===== config.mk =====
export PLATFORM = sky130hd
export DESIGN_NAME = oakc_front
export DESIGN_NICKNAME = d
export VERILOG_FILES = /design/src/sv/oakc_pkg.sv /design/src/sv/oakc_front.sv
export SDC_FILE = /design/constraint.sdc
export NUM_CORES = 1
export LEC_CHECK = 0
export BUFFER_PORTS_ARGS = -buffer_cell sky130_fd_sc_hd__buf_2
export CAP_MARGIN = 10
export CORE_UTILIZATION = 60
export CTS_BUF_LIST = sky130_fd_sc_hd__clkbuf_4 sky130_fd_sc_hd__clkbuf_8 sky130_fd_sc_hd__clkbuf_16
export DETAILED_ROUTE_END_ITERATION = 10
export MAX_ROUTING_LAYER = met4
export PLACE_DENSITY = 0.81
export SLEW_MARGIN = 20
export SYNTH_ARGS = -nofsm -noshare
export SYNTH_HDL_FRONTEND = slang
export SYNTH_SLANG_ARGS = --single-unit

===== constraint.sdc =====
create_clock -name clk -period 15.61 [get_ports clk]
set_input_delay 2.3415 -clock clk [delete_from_list [all_inputs] [get_ports clk]]
set_output_delay 2.3415 -clock clk [all_outputs]
set_load 0.005 [all_outputs]

===== src/sv/oakc_pkg.sv =====
// shared constants for the open addressing key counter
// no dependencies
package oakc_pkg;
  localparam int TABLE_DEPTH_DEF = 1024;
  localparam int MAX_CHARS_DEF   = 8;
  localparam int CFG_W           = 11;
  localparam int LEN_W           = 4;
  localparam int HASH_W          = 32;
  localparam int HASH_MUL        = 31;
  localparam int COUNT_W         = 32;
  localparam int PROBE_W         = 10;
  localparam int DIV_BITS        = 4;
  localparam int DIV_STEPS       = HASH_W / DIV_BITS;
  localparam logic [CFG_W-1:0] TABLE_SIZE_RST = 11'd1021;
  // register indexes
  localparam logic REG_TABLE_SIZE = 1'b0;
  localparam logic REG_PROBE_MODE = 1'b1;
endpackage


===== src/sv/oakc_front.sv =====
// front end: takes a key, hashes it and reduces the hash to home slot and step
// depends on oakc_pkg
module oakc_front import oakc_pkg::*; #(
  parameter int TABLE_DEPTH = TABLE_DEPTH_DEF,
  parameter int MAX_CHARS   = MAX_CHARS_DEF,
  localparam int KW = 8 * MAX_CHARS,
  localparam int SW = $clog2(TABLE_DEPTH + 1),
  localparam int IW = $clog2(TABLE_DEPTH),
  localparam int JW = KW + LEN_W + 2 * IW + SW
) (
  input  logic             clk,
  input  logic             rst,
  input  logic             push,
  output logic             ready,
  input  logic [KW-1:0]    key_chars,
  input  logic [LEN_W-1:0] key_length,
  input  logic [CFG_W-1:0] table_size,
  input  logic             probe_mode,
  output logic             job_valid,
  input  logic             job_ready,
  output logic [JW-1:0]    job_data
);
  localparam int XW  = (SW > CFG_W) ? SW : CFG_W;
  localparam int DCW = $clog2(DIV_STEPS);
  localparam logic [1:0] F_IDLE = 2'd0;
  localparam logic [1:0] F_HASH = 2'd1;
  localparam logic [1:0] F_DIV  = 2'd2;
  localparam logic [1:0] F_PUSH = 2'd3;

  logic [1:0]       state;
  logic [KW-1:0]    key_m, key_sh;
  logic [LEN_W-1:0] len, left;
  logic [HASH_W-1:0] hash, dvd;
  logic [SW-1:0]    ra, rb, size;
  logic             mode;
  logic [DCW-1:0]   cnt;

  logic [LEN_W-1:0] len_c;
  logic [KW-1:0]    key_mc;
  logic [XW-1:0]    size_x;
  logic [SW-1:0]    ra_next, rb_next, size_m1;
  logic [SW:0]      ta, tb;

  // clamp length and drop bytes past it, clamp table size to 2..TABLE_DEPTH
  always_comb begin
    len_c = (key_length > LEN_W'(MAX_CHARS)) ? LEN_W'(MAX_CHARS) : key_length;
    for (int b = 0; b < MAX_CHARS; b++) begin
      key_mc[b*8 +: 8] = (LEN_W'(b) < len_c) ? key_chars[b*8 +: 8] : 8'h00;
    end
    size_x = XW'(table_size);
    if (size_x < XW'(2)) begin
      size_x = XW'(2);
    end else if (size_x > XW'(TABLE_DEPTH)) begin
      size_x = XW'(TABLE_DEPTH);
    end
  end

  // restoring division, four quotient bits a cycle, remainders only
  always_comb begin
    size_m1 = size - SW'(1);
    ra_next = ra;
    rb_next = rb;
    ta = '0;
    tb = '0;
    for (int i = 0; i < DIV_BITS; i++) begin
      ta = {ra_next, dvd[HASH_W-1-i]};
      tb = {rb_next, dvd[HASH_W-1-i]};
      if (ta >= {1'b0, size}) begin
        ta = ta - {1'b0, size};
      end
      if (tb >= {1'b0, size_m1}) begin
        tb = tb - {1'b0, size_m1};
      end
      ra_next = ta[SW-1:0];
      rb_next = tb[SW-1:0];
    end
  end

  assign ready     = (state == F_IDLE);
  assign job_valid = (state == F_PUSH);
  assign job_data  = {key_m, len, IW'(ra), mode ? IW'(rb) + IW'(1) : IW'(1), size};

  // sequencer
  always_ff @(posedge clk) begin
    if (rst) begin
      state <= F_IDLE;
    end else begin
      unique case (state)
        F_IDLE: begin
          if (push) begin
            key_m  <= key_mc;
            key_sh <= key_mc;
            len    <= len_c;
            left   <= len_c;
            hash   <= '0;
            size   <= SW'(size_x);
            mode   <= probe_mode;
            state  <= F_HASH;
          end
        end
        F_HASH: begin
          if (left == '0) begin
            dvd   <= hash;
            ra    <= '0;
            rb    <= '0;
            cnt   <= '0;
            state <= F_DIV;
          end else begin
            hash   <= hash * HASH_W'(HASH_MUL) + HASH_W'(key_sh[7:0]);
            key_sh <= key_sh >> 8;
            left   <= left - LEN_W'(1);
          end
        end
        F_DIV: begin
          ra  <= ra_next;
          rb  <= rb_next;
          dvd <= dvd << DIV_BITS;
          cnt <= cnt + DCW'(1);
          if (cnt == DCW'(DIV_STEPS - 1)) begin
            state <= F_PUSH;
          end
        end
        F_PUSH: begin
          if (job_ready) begin
            state <= F_IDLE;
          end
        end
        default: state <= F_IDLE;
      endcase
    end
  end
endmodule


==> results.toml <==
[status]
status = "finished clean"

[synthesis]
ys_ff_latch = 239
async_flop_share = 0
synth.most_common_cell = "edfxtp_1"
yosysSeqAreaShare = 0.3951
netlist_area_um2 = 18110
syn-num-nets = 1918
synth_cell_types = 80
ys_top_cells_by_area = "edfxtp_1 39%, fa_1 11%, ha_1 11%, mux2_2 5.8%, xnor2_1 4.0%"
netlist.area_leader.share = 0.3929
synth_cells = 1582
yosysTopAreaCell = "edfxtp_1"
synth_commonest_cells = "237 x edfxtp_1, 154 x ha_1, 108 x nor2_1"
avgSynthCellArea_um2 = 11.45
synth_edf_count = 237
synth_warnings = 0
synthFlopType = "edfxtp_1"

[timing]
slew_violations = 0
tightest_slew_ns = 1.076
fmax_ghz = 0.08686
fin_tns_setup_ns = 0
min_period_ns = 11.51
setup_viol = 0
relSlewSlack = 0.2794
hold_viol_final = 0
whs_ns = 0.5473
fin_worst_skew_ns = 0.01424
period_share = 0.7375
rsz0062_at_grt = "no"

[clocking]
hold_buffers = 0
h-tree-depth = 1
cts_tree = "built"
cts_buffers = 26
cts_root_buffer = "clkbuf_16"
post_cts_buffers = 0
clk_pin_slew_ns = 0.06
clockBufferDepth = 3
insertion_delay_ns = 0.55
cts_sinks = 239
ctsResizeCount = 0

[global_route]
grt.total_usage = 0.2926
grt_max_degree = 83
antenna_found_initial = 0
overflow = 0
grt_pass1_vias = 13130
grt_pass1_wl_um = 68450

[min_path]
whs_path_depth = 1
hp-class = "reg2reg"

[setup_path]
cpMaxStageDelayCell = "xnor2_1"
worst-r2r-cell-count = 43
critPathKind = "reg2reg"
critPathMaxFanout = 18
start_kind = "register"
cpPeakStageDelay_ns = 0.64
cp.required_ns = 15.88
arrival_ns = 11.78
end_kind = "register"

[cells_and_area]
nFillCells = 2181
antenna_cells = 0
multiInputGateArea_um2 = 10360
area.growth.synth_to_final_pct = 11.95
utilization = 0.6842
fin_nets = 2095
final_cell_count_no_fill = 2169
seq_area_um2 = 7157
drive_gt1_frac = 0.1996

[die]
ios = 185
die-area_um2 = 30890
core_area_um2 = 29640
die_y_um = 175.8
start_util = 0.6112
die_w_um = 175.8
rows = 63

[route]
wl_um = 42970
drtIter0Drc = 904
firstDrtPassIters = 5
drc = 0
avgRoutedWirePerCell_um = 19.81
viasPerCell = 5.863
vias = 12720
ant_nets = 0

[placement]
dp_cells = 2121
gp_congestion = 0.9792
dp_hpwl_um = 32960
portBuffers = 184

[run]
max-cap-violations = 0
-- cell usage in the layout (no fill, tap or decap), drive strengths merged, types with 7 or more instances in the layout --
master	count
a21boi	7
a31oi	7
nand4	12
nand2	65
mux2i	30
clkinv	11
a211oi	11
edfxtp	237
nand3	28
and2	79
buf	191
fa	98
a21oi	80
inv	106
nor3	26
nor2b	42
mux2	95
clkbuf	30
or2	7
nor2	112
xnor2	83
o21a	10
nand2b	14
and3	10
ha	154
o21ai	69
a21o	42
o21bai	14
xor2	28
-- cells by family after synthesis --
group,count (synthesis),share of synthesized area
AO/OA/AOI/OAI,286,0.1046
XOR/XNOR,111,0.05471
adder cells (fa/ha/maj),253,0.2152
buffers and inverters,149,0.03405
flip-flops,239,0.3951
multiplexers,125,0.07605
AND/OR/NAND/NOR,419,0.1203
-- per-layer routing --
layer / GRT usage / wire length, um
met1: 0.3609 / 17580
met2: 0.5049 / 21900
met3: 0.03485 / 2189
met4: 0.08587 / 1292
met5: - / 0
-- worst max-delay path, delay by kind of cell, from the launching register on --
| kind | cells | cell delay (ns) |
|---|---|---|
| xor+xnor | 1 | 0.64 |
| mux | 4 | 1.16 |
| buf+inv | 1 | 0.35 |
| fa+ha+maj | 5 | 1.66 |
| compound gates | 19 | 4.27 |
| simple gates | 13 | 2.67 |
| flops | 1 | 0.47 |
-- final timing paths --
check | slack [ns] | end | startpoint
hold / removal | 0.55 | key_sh[46] | key_sh[54]
hold reg to reg | 0.55 | key_sh[46] | key_sh[54]
setup reg to reg | 4.10 | rb[8] | size[1]
setup / recovery | 4.10 | rb[8] | size[1]
-- metrics by stage --
stage | worst slack [ns] | area, um^2
3_3_place_gp | 4.553 | 19380
5_1_grt | 3.337 | 20280
4_1_cts | 4.201 | 20280
6_report | 4.097 | 20280
3_5_place_dp | 4.222 | 19380
2_1_floorplan | 5.664 | 18110
-- area by class of cell --
class,instances,share of cell area
Sequential cell,239,0.3529
Clock buffer,30,0.03357
Clock inverter,18,0.01067
Tap cell,390,0.02406
Timing Repair Buffer,191,0.04800
Inverter,107,0.01987
Multi-Input combinational cell,1194,0.5109
-- sequential cells by signal, summed over array words and instances, names as in the netlist, 3 cells and up --
| signal | flops |
|---|---|
| size | 11 |
| key_m | 64 |
| hash | 32 |
| left | 4 |
| key_sh | 64 |
| cnt | 3 |
| rb | 11 |
| dvd | 32 |
| len | 4 |
| ra | 11 |
Power is left out: the tool's default activity adds up to more than one toggle a clock period on the data nets, which glitch-free logic cannot reach.
