`src/sv/oakc_pkg.sv`:
```
// shared constants for the open addressing key counter
// no dependencies
package oakc_pkg;
  localparam int TABLE_DEPTH_DEF = 1024;
  localparam int MAX_CHARS_DEF   = 8;
  localparam int CFG_W           = 11;
  localparam int LEN_W           = 4;
  localparam int HASH_W          = 32;
  localparam int HASH_MUL        = 31;
  localparam int COUNT_W         = 32;
  localparam int PROBE_W         = 10;
  localparam int DIV_BITS        = 4;
  localparam int DIV_STEPS       = HASH_W / DIV_BITS;
  localparam logic [CFG_W-1:0] TABLE_SIZE_RST = 11'd1021;
  // register indexes
  localparam logic REG_TABLE_SIZE = 1'b0;
  localparam logic REG_PROBE_MODE = 1'b1;
endpackage

```
`src/sv/oakc_queue.sv`:
```
// two entry job queue between front and back end
// depends on oakc_pkg
module oakc_queue import oakc_pkg::*; #(
  parameter int WIDTH = 8
) (
  input  logic             clk,
  input  logic             rst,
  input  logic             in_valid,
  output logic             in_ready,
  input  logic [WIDTH-1:0] in_data,
  output logic             out_valid,
  input  logic             out_pop,
  output logic [WIDTH-1:0] out_data
);
  logic [WIDTH-1:0] entry [2];
  logic             wptr, rptr;
  logic [1:0]       fill;
  logic             do_push, do_pop;

  assign in_ready  = (fill != 2'd2);
  assign out_valid = (fill != 2'd0);
  assign out_data  = entry[rptr];
  assign do_push   = in_valid && in_ready;
  assign do_pop    = out_pop && out_valid;

  // storage
  always_ff @(posedge clk) begin
    if (do_push) begin
      entry[wptr] <= in_data;
    end
  end

  // pointers and fill level
  always_ff @(posedge clk) begin
    if (rst) begin
      wptr <= 1'b0;
      rptr <= 1'b0;
      fill <= 2'd0;
    end else begin
      if (do_push) begin
        wptr <= ~wptr;
      end
      if (do_pop) begin
        rptr <= ~rptr;
      end
      if (do_push && !do_pop) begin
        fill <= fill + 2'd1;
      end else if (do_pop && !do_push) begin
        fill <= fill - 2'd1;
      end
    end
  end
endmodule

```
`config.mk`:
```
export PLATFORM = sky130hd
export DESIGN_NAME = oakc_queue
export DESIGN_NICKNAME = d
export VERILOG_FILES = /design/src/sv/oakc_pkg.sv /design/src/sv/oakc_queue.sv
export SDC_FILE = /design/constraint.sdc
export NUM_CORES = 1
export LEC_CHECK = 0
export BUFFER_PORTS_ARGS = -buffer_cell sky130_fd_sc_hd__buf_2
export CORE_UTILIZATION = 25
export DETAILED_ROUTE_END_ITERATION = 8
export PLACE_DENSITY_LB_ADDON = 0.25
export SYNTH_ARGS = -nofsm -noshare
export SYNTH_HDL_FRONTEND = slang
export SYNTH_SLANG_ARGS = --single-unit
```
`constraint.sdc`:
```
create_clock -name clk -period 5.3 [get_ports clk]
set_clock_uncertainty 0.2 [all_clocks]
set_input_delay 0.53 -clock clk [delete_from_list [all_inputs] [get_ports clk]]
set_output_delay 0.53 -clock clk [all_outputs]
set_load 0.05 [all_outputs]
```
==> results of run 1 <==
-- per-stage QoR --
step	utilization	area, um2	power [mW]	instances
2_1_floorplan	-	798.3	0.4011	49
5_1_grt	0.3209	979.7	0.5486	117
3_3_place_gp	0.3123	953.4	0.4418	113
4_1_cts	0.3209	979.7	0.5221	117
6_report	0.3209	979.7	0.5149	117
3_5_place_dp	0.3123	953.4	0.4453	113
-- area by class of cell --
| class | instances | area, um2 | share of cell area |
|---|---|---|---|
| Inverter | 1 | 3.754 | 0.003831 |
| Multi-Input combinational cell | 26 | 209.0 | 0.2133 |
| Timing Repair Buffer | 21 | 105.1 | 0.1073 |
| Clock buffer | 4 | 26.28 | 0.02682 |
| Tap cell | 44 | 55.05 | 0.05619 |
| Sequential cell | 21 | 580.6 | 0.5926 |
-- power groups by stage --
stage | clock network [mW] | registers [mW] | logic (mW)
finish | 0.0761 | 0.229 | 0.209
global route | 0.0883 | 0.235 | 0.226
CTS | 0.0791 | 0.231 | 0.212
detailed placement | 0 | 0.234 | 0.211
global placement | 0 | 0.233 | 0.209
floorplan | 0 | 0.222 | 0.179
-- registers in the layout (all words and copies together), names as in the netlist, named ones only --
| signal | flops |
|---|---|
| fill | 2 |
| wptr | 1 |
| rptr | 1 |
| entry | 16 |
-- critical path: stages, from the launching register on --
cell	delay, ns
dfxtp_1	0.56
mux2_2	0.39
buf_2	0.21
-- routing by layer --
metal	part of all wire	track usage	vias to the layer above
li1	-	-	227
met1	0.46	0.1022	211
met2	0.47	0.1363	14
met3	0.073	0.03077	0
met4	0	0.04082	0
met5	0	0	-
-- how the worst max path moves through the flow --
stage | startpoint | endpoint | cells after the start
detailed placement | in_valid | fill[1]$_SDFFE_PP0P_ | 5
finish | register | out_data[2] | 2
CTS | register | out_data[7] | 2
global placement | register | out_data[7] | 2
global route | register | out_data[2] | 2
floorplan | fill[0]$_SDFFE_PP0P_ | fill[1]$_SDFFE_PP0P_ | 5
-- placed cells by master (no fill, tap or decap), types with 2 or more instances in the layout --
| master | count |
|---|---|
| a21oi_1 | 2 |
| buf_2 | 21 |
| clkbuf_4 | 3 |
| dfxtp_1 | 5 |
| edfxtp_1 | 16 |
| mux2_2 | 8 |
| nor2_1 | 3 |
| o21ai_0 | 2 |
| xor2_1 | 3 |
-- cell families (layout without fill, tap and decap cells) --
family / Yosys count / after routing / share of synthesized area
AO/OA/AOI/OAI: 5 / 5 / 0.03762
flip-flops: 21 / 21 / 0.7273
XOR/XNOR: 3 / 3 / 0.03292
buffers and inverters: 2 / 26 / 0.01096
adder cells (fa/ha/maj): 1 / 1 / 0.01567
AND/OR/NAND/NOR: 9 / 9 / 0.06272
multiplexers: 8 / 8 / 0.1129
==> impl_metrics.json, run 1 <==
{
  "synth_top_cell_by_area": "edfxtp_1",
  "synth_edf_count": 16,
  "core_area_um2": 3053,
  "fin_hold_ws_ns": 0.2134,
  "routed_wl_um": 1268,
  "gr-total-overflow": 0,
  "final.setup.tns_ns": 0,
  "post-route-period-util": 0.4115,
  "hold_start": "in_data[3]",
  "syn_nets": 62,
  "grt_pass1_vias": 458,
  "pre_cts_ws_ns": 3.426,
  "setup_ws_ns": 3.119,
  "ys_top_cells_by_count": "edfxtp_1 (16), mux2_2 (8), dfxtp_1 (5)",
  "finalMaxSlewViolations": 0,
  "min_to": "entry[0][3]$_DFFE_PP_",
  "cts.sinks": 21,
  "rows": 20,
  "synth_ff_type": "edfxtp_1",
  "path_clk_slew_ns": 0.11,
  "synth_seq_cells": 21,
  "hold_violations": 0,
  "r2r_slack_ns": 3.45,
  "hold_class": "in -> reg",
  "comb_power_share": 0.407,
  "drive_gt1_frac": 0.4658,
  "leakagePower_nw": 0.3781,
  "dieArea_um2": 3423,
  "firstDrtPassIters": 2,
  "drt-initial-drc-count": 5,
  "fmax_mhz": 458.5,
  "min_period_ns": 2.181,
  "maxCapViolations": 0,
  "peakVddDrop_mv": 0.2597,
  "cts-buffers-inserted": 3,
  "nets": 87,
  "via_count": 452,
  "tightestPinTransition_ns": 0.3995,
  "post_cts_buffers": 0,
  "internal_power_uw": 303.8,
  "rr_startpoint": "fill[0]$_SDFFE_PP0P_",
  "synthCells": 49,
  "clock-root-buffer": "clkbuf_4",
  "clkLatencyLatePin_ns": 0.29,
  "clockBufferDepth": 2,
  "status": "finished, final reports clean",
  "path_class": "reg -> out",
  "required_ns": 4.57,
  "p_sw_uw": 211.1,
  "ant_nets": 0,
  "grt_pass1_wl_um": 2042,
  "setup_viol": 0,
  "hold_path_depth": 1,
  "vias_per_cell": 3.863,
  "crit_arrival_ns": 1.45,
  "grtUsageTotal": 0.08525,
  "synth_cell_type_count": 17,
  "syn_area_um2": 798.3,
  "powerDensity_nw_per_um2": 525.5,
  "diodes": 0,
  "portBuffers": 21,
  "syn_avg_cell_area_um2": 16.29,
  "rsz0062_at_grt": "no",
  "pwr-share-seq": 0.445,
  "io_pins": 22,
  "synthMostInstantiatedCell": "edfxtp_1",
  "fp.dieW_um": 58.51,
  "gp_congestion": 0.6123,
  "r2r_end": "fill[1]$_SDFFE_PP0P_",
  "r2r_cells": 5,
  "syn_to_final_growth_pct": 22.73,
  "critPathCaptureType": "output port",
  "fillers": 329,
  "start_util": 0.2615,
  "synth_warnings": 0,
  "yosysTopAreaCellShare": 0.6019,
  "cts_resized": 0,
  "slew_headroom": 0.7337,
  "clockPowerShare": 0.148,
  "synth.area.top_cells": "edfxtp_1 (60%), dfxtp_1 (13%), mux2_2 (11%), xor2_1 (3.3%), ha_1 (1.6%)",
  "postCtsHoldBufs": 0,
  "drcViolationCount": 0,
  "yosysSeqAreaShare": 0.7273,
  "wl_per_cell_um": 10.84,
  "start_kind": "register",
  "cts_tree": "yes",
  "grt_max_degree": 12,
  "post-dp-hpwl_um": 905.4,
  "path_max_fanout": 8,
  "grt_antenna_before_repair": 0,
  "die_y_um": 58.51,
  "sw_frac_of_total": 0.4100,
  "synthArstFlopShare": 0,
  "htree_levels": 1
}
No activity file was read; power rests on OpenSTA's default activity.
==> inputs of run 2 (changes only) <==
Clock period 5.3 ns to 2.3 ns, I/O delays scaled along.
==> run 2 against run 1 <==
Net effect: sequential share of layout area down 5.1 points; final cell count up 7.7%; largest cell class unchanged; largest power group unchanged; flip-flop and latch count unchanged; core utilization up 3.0 points; via count up 8.6%; power up 130%; hold slack worse by 0.16 ns; worst setup slack worse by 2.7 ns.
==> impl_metrics.json, run 2 (synthesized netlist as in run 1, its figures left out) <==
{
  "drcViolationCount": 0,
  "power_mw": 1.192,
  "fp.dieW_um": 58.51,
  "diodes": 0,
  "hold_violations": 0,
  "rr_startpoint": "fill[0]$_SDFFE_PP0P_",
  "rows": 20,
  "min_period_ns": 1.907,
  "final_cell_mix": "buf_2 (21), edfxtp_1 (16), dlygate4sd3_1 (9)",
  "cts.sinks": 21,
  "wl_met3_um": 106,
  "drt-initial-drc-count": 10,
  "nets": 96,
  "r2r_slack_ns": 0.46,
  "firstDrtPassIters": 4,
  "grt_antenna_before_repair": 0,
  "reg.largest.list": "entry (16), fill (2)",
  "finalMaxSlewViolations": 0,
  "crit_path_end": "out_data[2]",
  "start_kind": "register",
  "tightestPinTransition_ns": 0.4086,
  "crit_arrival_ns": 1.48,
  "r2r_cells": 5,
  "core_area_um2": 3053,
  "powerDensity_nw_per_um2": 1113,
  "path_class": "reg -> out",
  "place_area_um2": 953.4,
  "clkLatencyLatePin_ns": 0.30,
  "final_area_um2": 1071,
  "start_util": 0.2615,
  "ant_nets": 0,
  "post-route-period-util": 0.8292,
  "hold_class": "in -> reg",
  "fmax_mhz": 524.3,
  "fin_hold_ws_ns": 0.04874,
  "htree_levels": 1,
  "setup_viol": 0,
  "setup_ws_ns": 0.3928,
  "slew_headroom": 0.7276,
  "io_pins": 22,
  "pre_cts_ws_ns": 0.4752,
  "final_common_cell": "buf_2",
  "via_count": 491,
  "path_clk_slew_ns": 0.11,
  "wl_met1_um": 542,
  "met2_length_um": 629,
  "wl_per_cell_um": 10.13,
  "peakVddDrop_mv": 0.6045,
  "cts_tree": "yes",
  "grtUsageTotal": 0.08501,
  "leakagePower_nw": 0.4184,
  "routed_wl_um": 1277,
  "path_max_fanout": 8,
  "cts_resized": 0,
  "syn_to_final_growth_pct": 34.17,
  "critPathCaptureType": "output port",
  "final.setup.tns_ns": 0,
  "grt_pass1_wl_um": 2076,
  "maxCapViolations": 0,
  "post-dp-hpwl_um": 884.5,
  "rsz0062_at_grt": "no",
  "dieArea_um2": 3423,
  "gp_congestion": 0.6263,
  "grt_max_degree": 13,
  "gr-total-overflow": 0,
  "drive_gt1_frac": 0.4268,
  "largest-register": "entry",
  "cts-buffers-inserted": 3,
  "portBuffers": 21,
  "r2r_end": "fill[1]$_SDFFE_PP0P_",
  "status": "finished, final reports clean",
  "grt_pass1_vias": 492,
  "clockBufferDepth": 2,
  "required_ns": 1.87,
  "die_y_um": 58.51,
  "vias_per_cell": 3.897,
  "largest_reg_flops": 16,
  "clock-root-buffer": "clkbuf_4",
  "top_layer": "met3"
}
## run 2: layout make-up
class / count / area [um2]
sequential: 21 / 580.6
timing repair buffer: 30 / 195.2
inverter: 1 / 3.754
fill: 324 / 1982
clock buffer: 3 / 22.52
multi-input combinational: 26 / 209.0
tap: 44 / 55.05
clock inverter: 1 / 5.005
## run 2: how the worst min path moves through the flow
stage                          start  cells after the start  slack [ns]               endpoint
final                       in_valid                      3        0.05      wptr$_SDFFE_PP0P_
after global routing        in_valid                      3        0.06      wptr$_SDFFE_PP0P_
after CTS                   in_valid                      3        0.03      wptr$_SDFFE_PP0P_
after detailed placement  in_data[5]                      1        0.22  entry[1][5]$_DFFE_PP_
after global placement    in_data[0]                      1        0.22  entry[0][0]$_DFFE_PP_
after floorplan                  rst                      1         0.1   fill[1]$_SDFFE_PP0P_
## run 2: worst max-delay path, cell delays in order, from the launching register on
cell and delay, ns:
dfxtp_1 0.58, mux2_2 0.39, buf_2 0.21
## run 2: layer usage
layer  GRT usage  vias up
met5           0        -
met4     0.02041        0
met3     0.05275        0
met2      0.1412       18
met1     0.09167      227
li1            -      246
## run 2: per-stage QoR
stage               std cells    util
global route              126  0.3508
global placement          113  0.3123
finish                    126  0.3508
CTS                       126  0.3508
detailed placement        113  0.3123
floorplan                  49       -
## run 2: where the power goes
part	internal [mW]	leakage, nW	switching, mW	total, mW
registers	0.481	0.191	0.0470	0.528
logic	0.161	0.210	0.333	0.494
clock network	0.0647	0.0177	0.105	0.169
total	0.707	0.418	0.485	1.19
## run 2: timing repair
action / CTS / global route
endpoints found under the hold margin: 21 / 0
hold buffers: 9 / 0
setup buffers: 0 / 0
endpoints found under the setup margin: 0 / 0
==> inputs of run 3 (changes only) <==
Clock period 2.3 ns to 1.6 ns, I/O delays scaled along.
==> run 3 against run 2 <==
Net effect: the flow now finishes with violations (negative setup slack); combinational power increased by 120%; core utilization rose by 7.2 points; sequential power rose by 43%; highest routed layer is now met4; largest cell class unchanged; hold slack better by 0.16 ns; flip-flop and latch count stayed put; clock power increased by 42%; die area is the same.
==> impl_metrics.json, run 3 (synthesized netlist as in run 1, its figures left out) <==
{
  "power_mw": 2.073,
  "fin_hold_ws_ns": 0.2112,
  "clock-root-buffer": "clkbuf_4",
  "syn_to_final_growth_pct": 61.60,
  "maxCapViolations": 0,
  "dieArea_um2": 3423,
  "largest_reg_flops": 16,
  "via_count": 520,
  "diodes": 0,
  "grtUsageTotal": 0.09397,
  "core_area_um2": 3053,
  "min_period_ns": 1.625,
  "cts-buffers-inserted": 3,
  "powerDensity_nw_per_um2": 1607,
  "rows": 20,
  "required_ns": 1.63,
  "drcViolationCount": 0,
  "post-dp-hpwl_um": 944.5,
  "clockPowerShare": 0.116,
  "peakVddDrop_mv": 0.8069,
  "start_kind": "register",
  "io_pins": 22,
  "comb_power_share": 0.521,
  "fp.dieW_um": 58.51,
  "fmax_mhz": 615.6,
  "die_y_um": 58.51,
  "grt_pass1_vias": 546,
  "grt_max_degree": 13,
  "grt_pass1_wl_um": 2359,
  "post_cts_buffers": 0,
  "path_clk_slew_ns": 0.11,
  "htree_levels": 1,
  "internal_power_mw": 1.302,
  "start_util": 0.2615,
  "grt_antenna_before_repair": 0,
  "final_cell_mix": "edfxtp_1 (16), buf_2 (12), dlygate4sd3_1 (10)",
  "largest-register": "entry",
  "cpPeakStageDelay_ns": 0.36,
  "crit_arrival_ns": 1.66,
  "final_core_utilization": 0.4225,
  "hold_violations": 0,
  "place_area_um2": 1040,
  "sw_frac_of_total": 0.3720,
  "hold_start": "in_valid",
  "cp-startpoint": "fill[0]$_SDFFE_PP0P_",
  "pre_cts_ws_ns": -0.1193,
  "status": "complete, but fails checks",
  "r2r_slack_ns": -0.02,
  "rr_startpoint": "fill[0]$_SDFFE_PP0P_",
  "ant_nets": 0,
  "path_class": "reg -> reg",
  "firstDrtPassIters": 2,
  "vias_per_cell": 3.939,
  "portBuffers": 21,
  "final_common_cell": "edfxtp_1",
  "slowest_stage": "dfxtp_2",
  "slew_headroom": 0.8125,
  "setup_ws_ns": -0.02453,
  "path_max_fanout": 5,
  "gr-total-overflow": 0,
  "cts.sinks": 21,
  "clkLatencyLatePin_ns": 0.29,
  "post-route-period-util": 1.015,
  "routed_wl_um": 1399,
  "violations": "negative setup slack",
  "finalMaxSlewViolations": 0,
  "wl_per_cell_um": 10.60,
  "pwr-share-seq": 0.364,
  "leakagePower_nw": 0.5208,
  "critPathCaptureType": "register",
  "path_cells": "nand2b_4 > and2_4 > ha_4 > xor2_1 > or3_1 > a21oi_1",
  "gp_congestion": 0.6063,
  "p_sw_uw": 771.2,
  "drive_gt1_frac": 0.5227,
  "rsz0062_at_grt": "yes",
  "reg.largest.list": "entry (16), fill (2)",
  "drt-initial-drc-count": 10,
  "clockBufferDepth": 2,
  "tightestPinTransition_ns": 0.2794,
  "final_area_um2": 1290,
  "hold_class": "in -> reg",
  "setup_viol": 9,
  "cts_tree": "yes",
  "nets": 102
}
run 3: worst paths after layout:
| kind | endpoint | depth (start not counted) |
|---|---|---|
| max | fill[1]$_SDFFE_PP0P_ | 6 |
| min | fill[0]$_SDFFE_PP0P_ | 5 |
| max reg2reg | fill[1]$_SDFFE_PP0P_ | 6 |
| min reg2reg | rptr$_SDFFE_PP0P_ | 2 |
run 3: timing repair:
item	in CTS	in global routing
resized for setup	37	1
hold endpoints to repair	21	0
setup endpoints to repair	9	10
hold buffers	10	0
cloned	0	0
run 3: through the flow:
stage / instances / setup TNS, ns
floorplan: 49 / -0.07229
global placement: 118 / -0.04812
detailed placement: 118 / -0.1193
CTS: 132 / -0.3160
global route: 132 / -0.5609
finish: 132 / -0.1134
run 3: power by group through the flow:
stage	logic [mW]	registers, mW	clock network (mW)
final	1.08	0.754	0.240
after global routing	1.14	0.767	0.274
after CTS	1.09	0.754	0.259
after detailed placement	0.849	0.755	0
after global placement	0.838	0.747	0
after floorplan	0.628	0.743	0
run 3: area by class of cell:
type | instances | area [um2]
sequential | 21 | 584.3
clock inverter | 1 | 5.005
timing repair buffer | 36 | 357.8
tap | 44 | 55.05
fill | 303 | 1763
clock buffer | 3 | 22.52
inverter | 1 | 3.754
multi-input combinational | 26 | 261.5
run 3: metal layers:
| layer | GRT usage | wire (um) | share of wire | up-vias |
|---|---|---|---|---|
| li1 | - | - | - | 259 |
| met4 | 0.02041 | 8 | 0.0057 | 0 |
| met1 | 0.1003 | 570 | 0.41 | 244 |
| met5 | 0 | 0 | 0 | - |
| met2 | 0.1724 | 753 | 0.54 | 15 |
| met3 | 0.03956 | 66 | 0.047 | 2 |
run 3: critical path: cells and delay by family, from the launching register on:
kind            cells  cell delay [ns]
simple gates        3             0.59
flops               1             0.36
fa+ha+maj           1             0.15
xor+xnor            1             0.14
compound gates      1             0.12
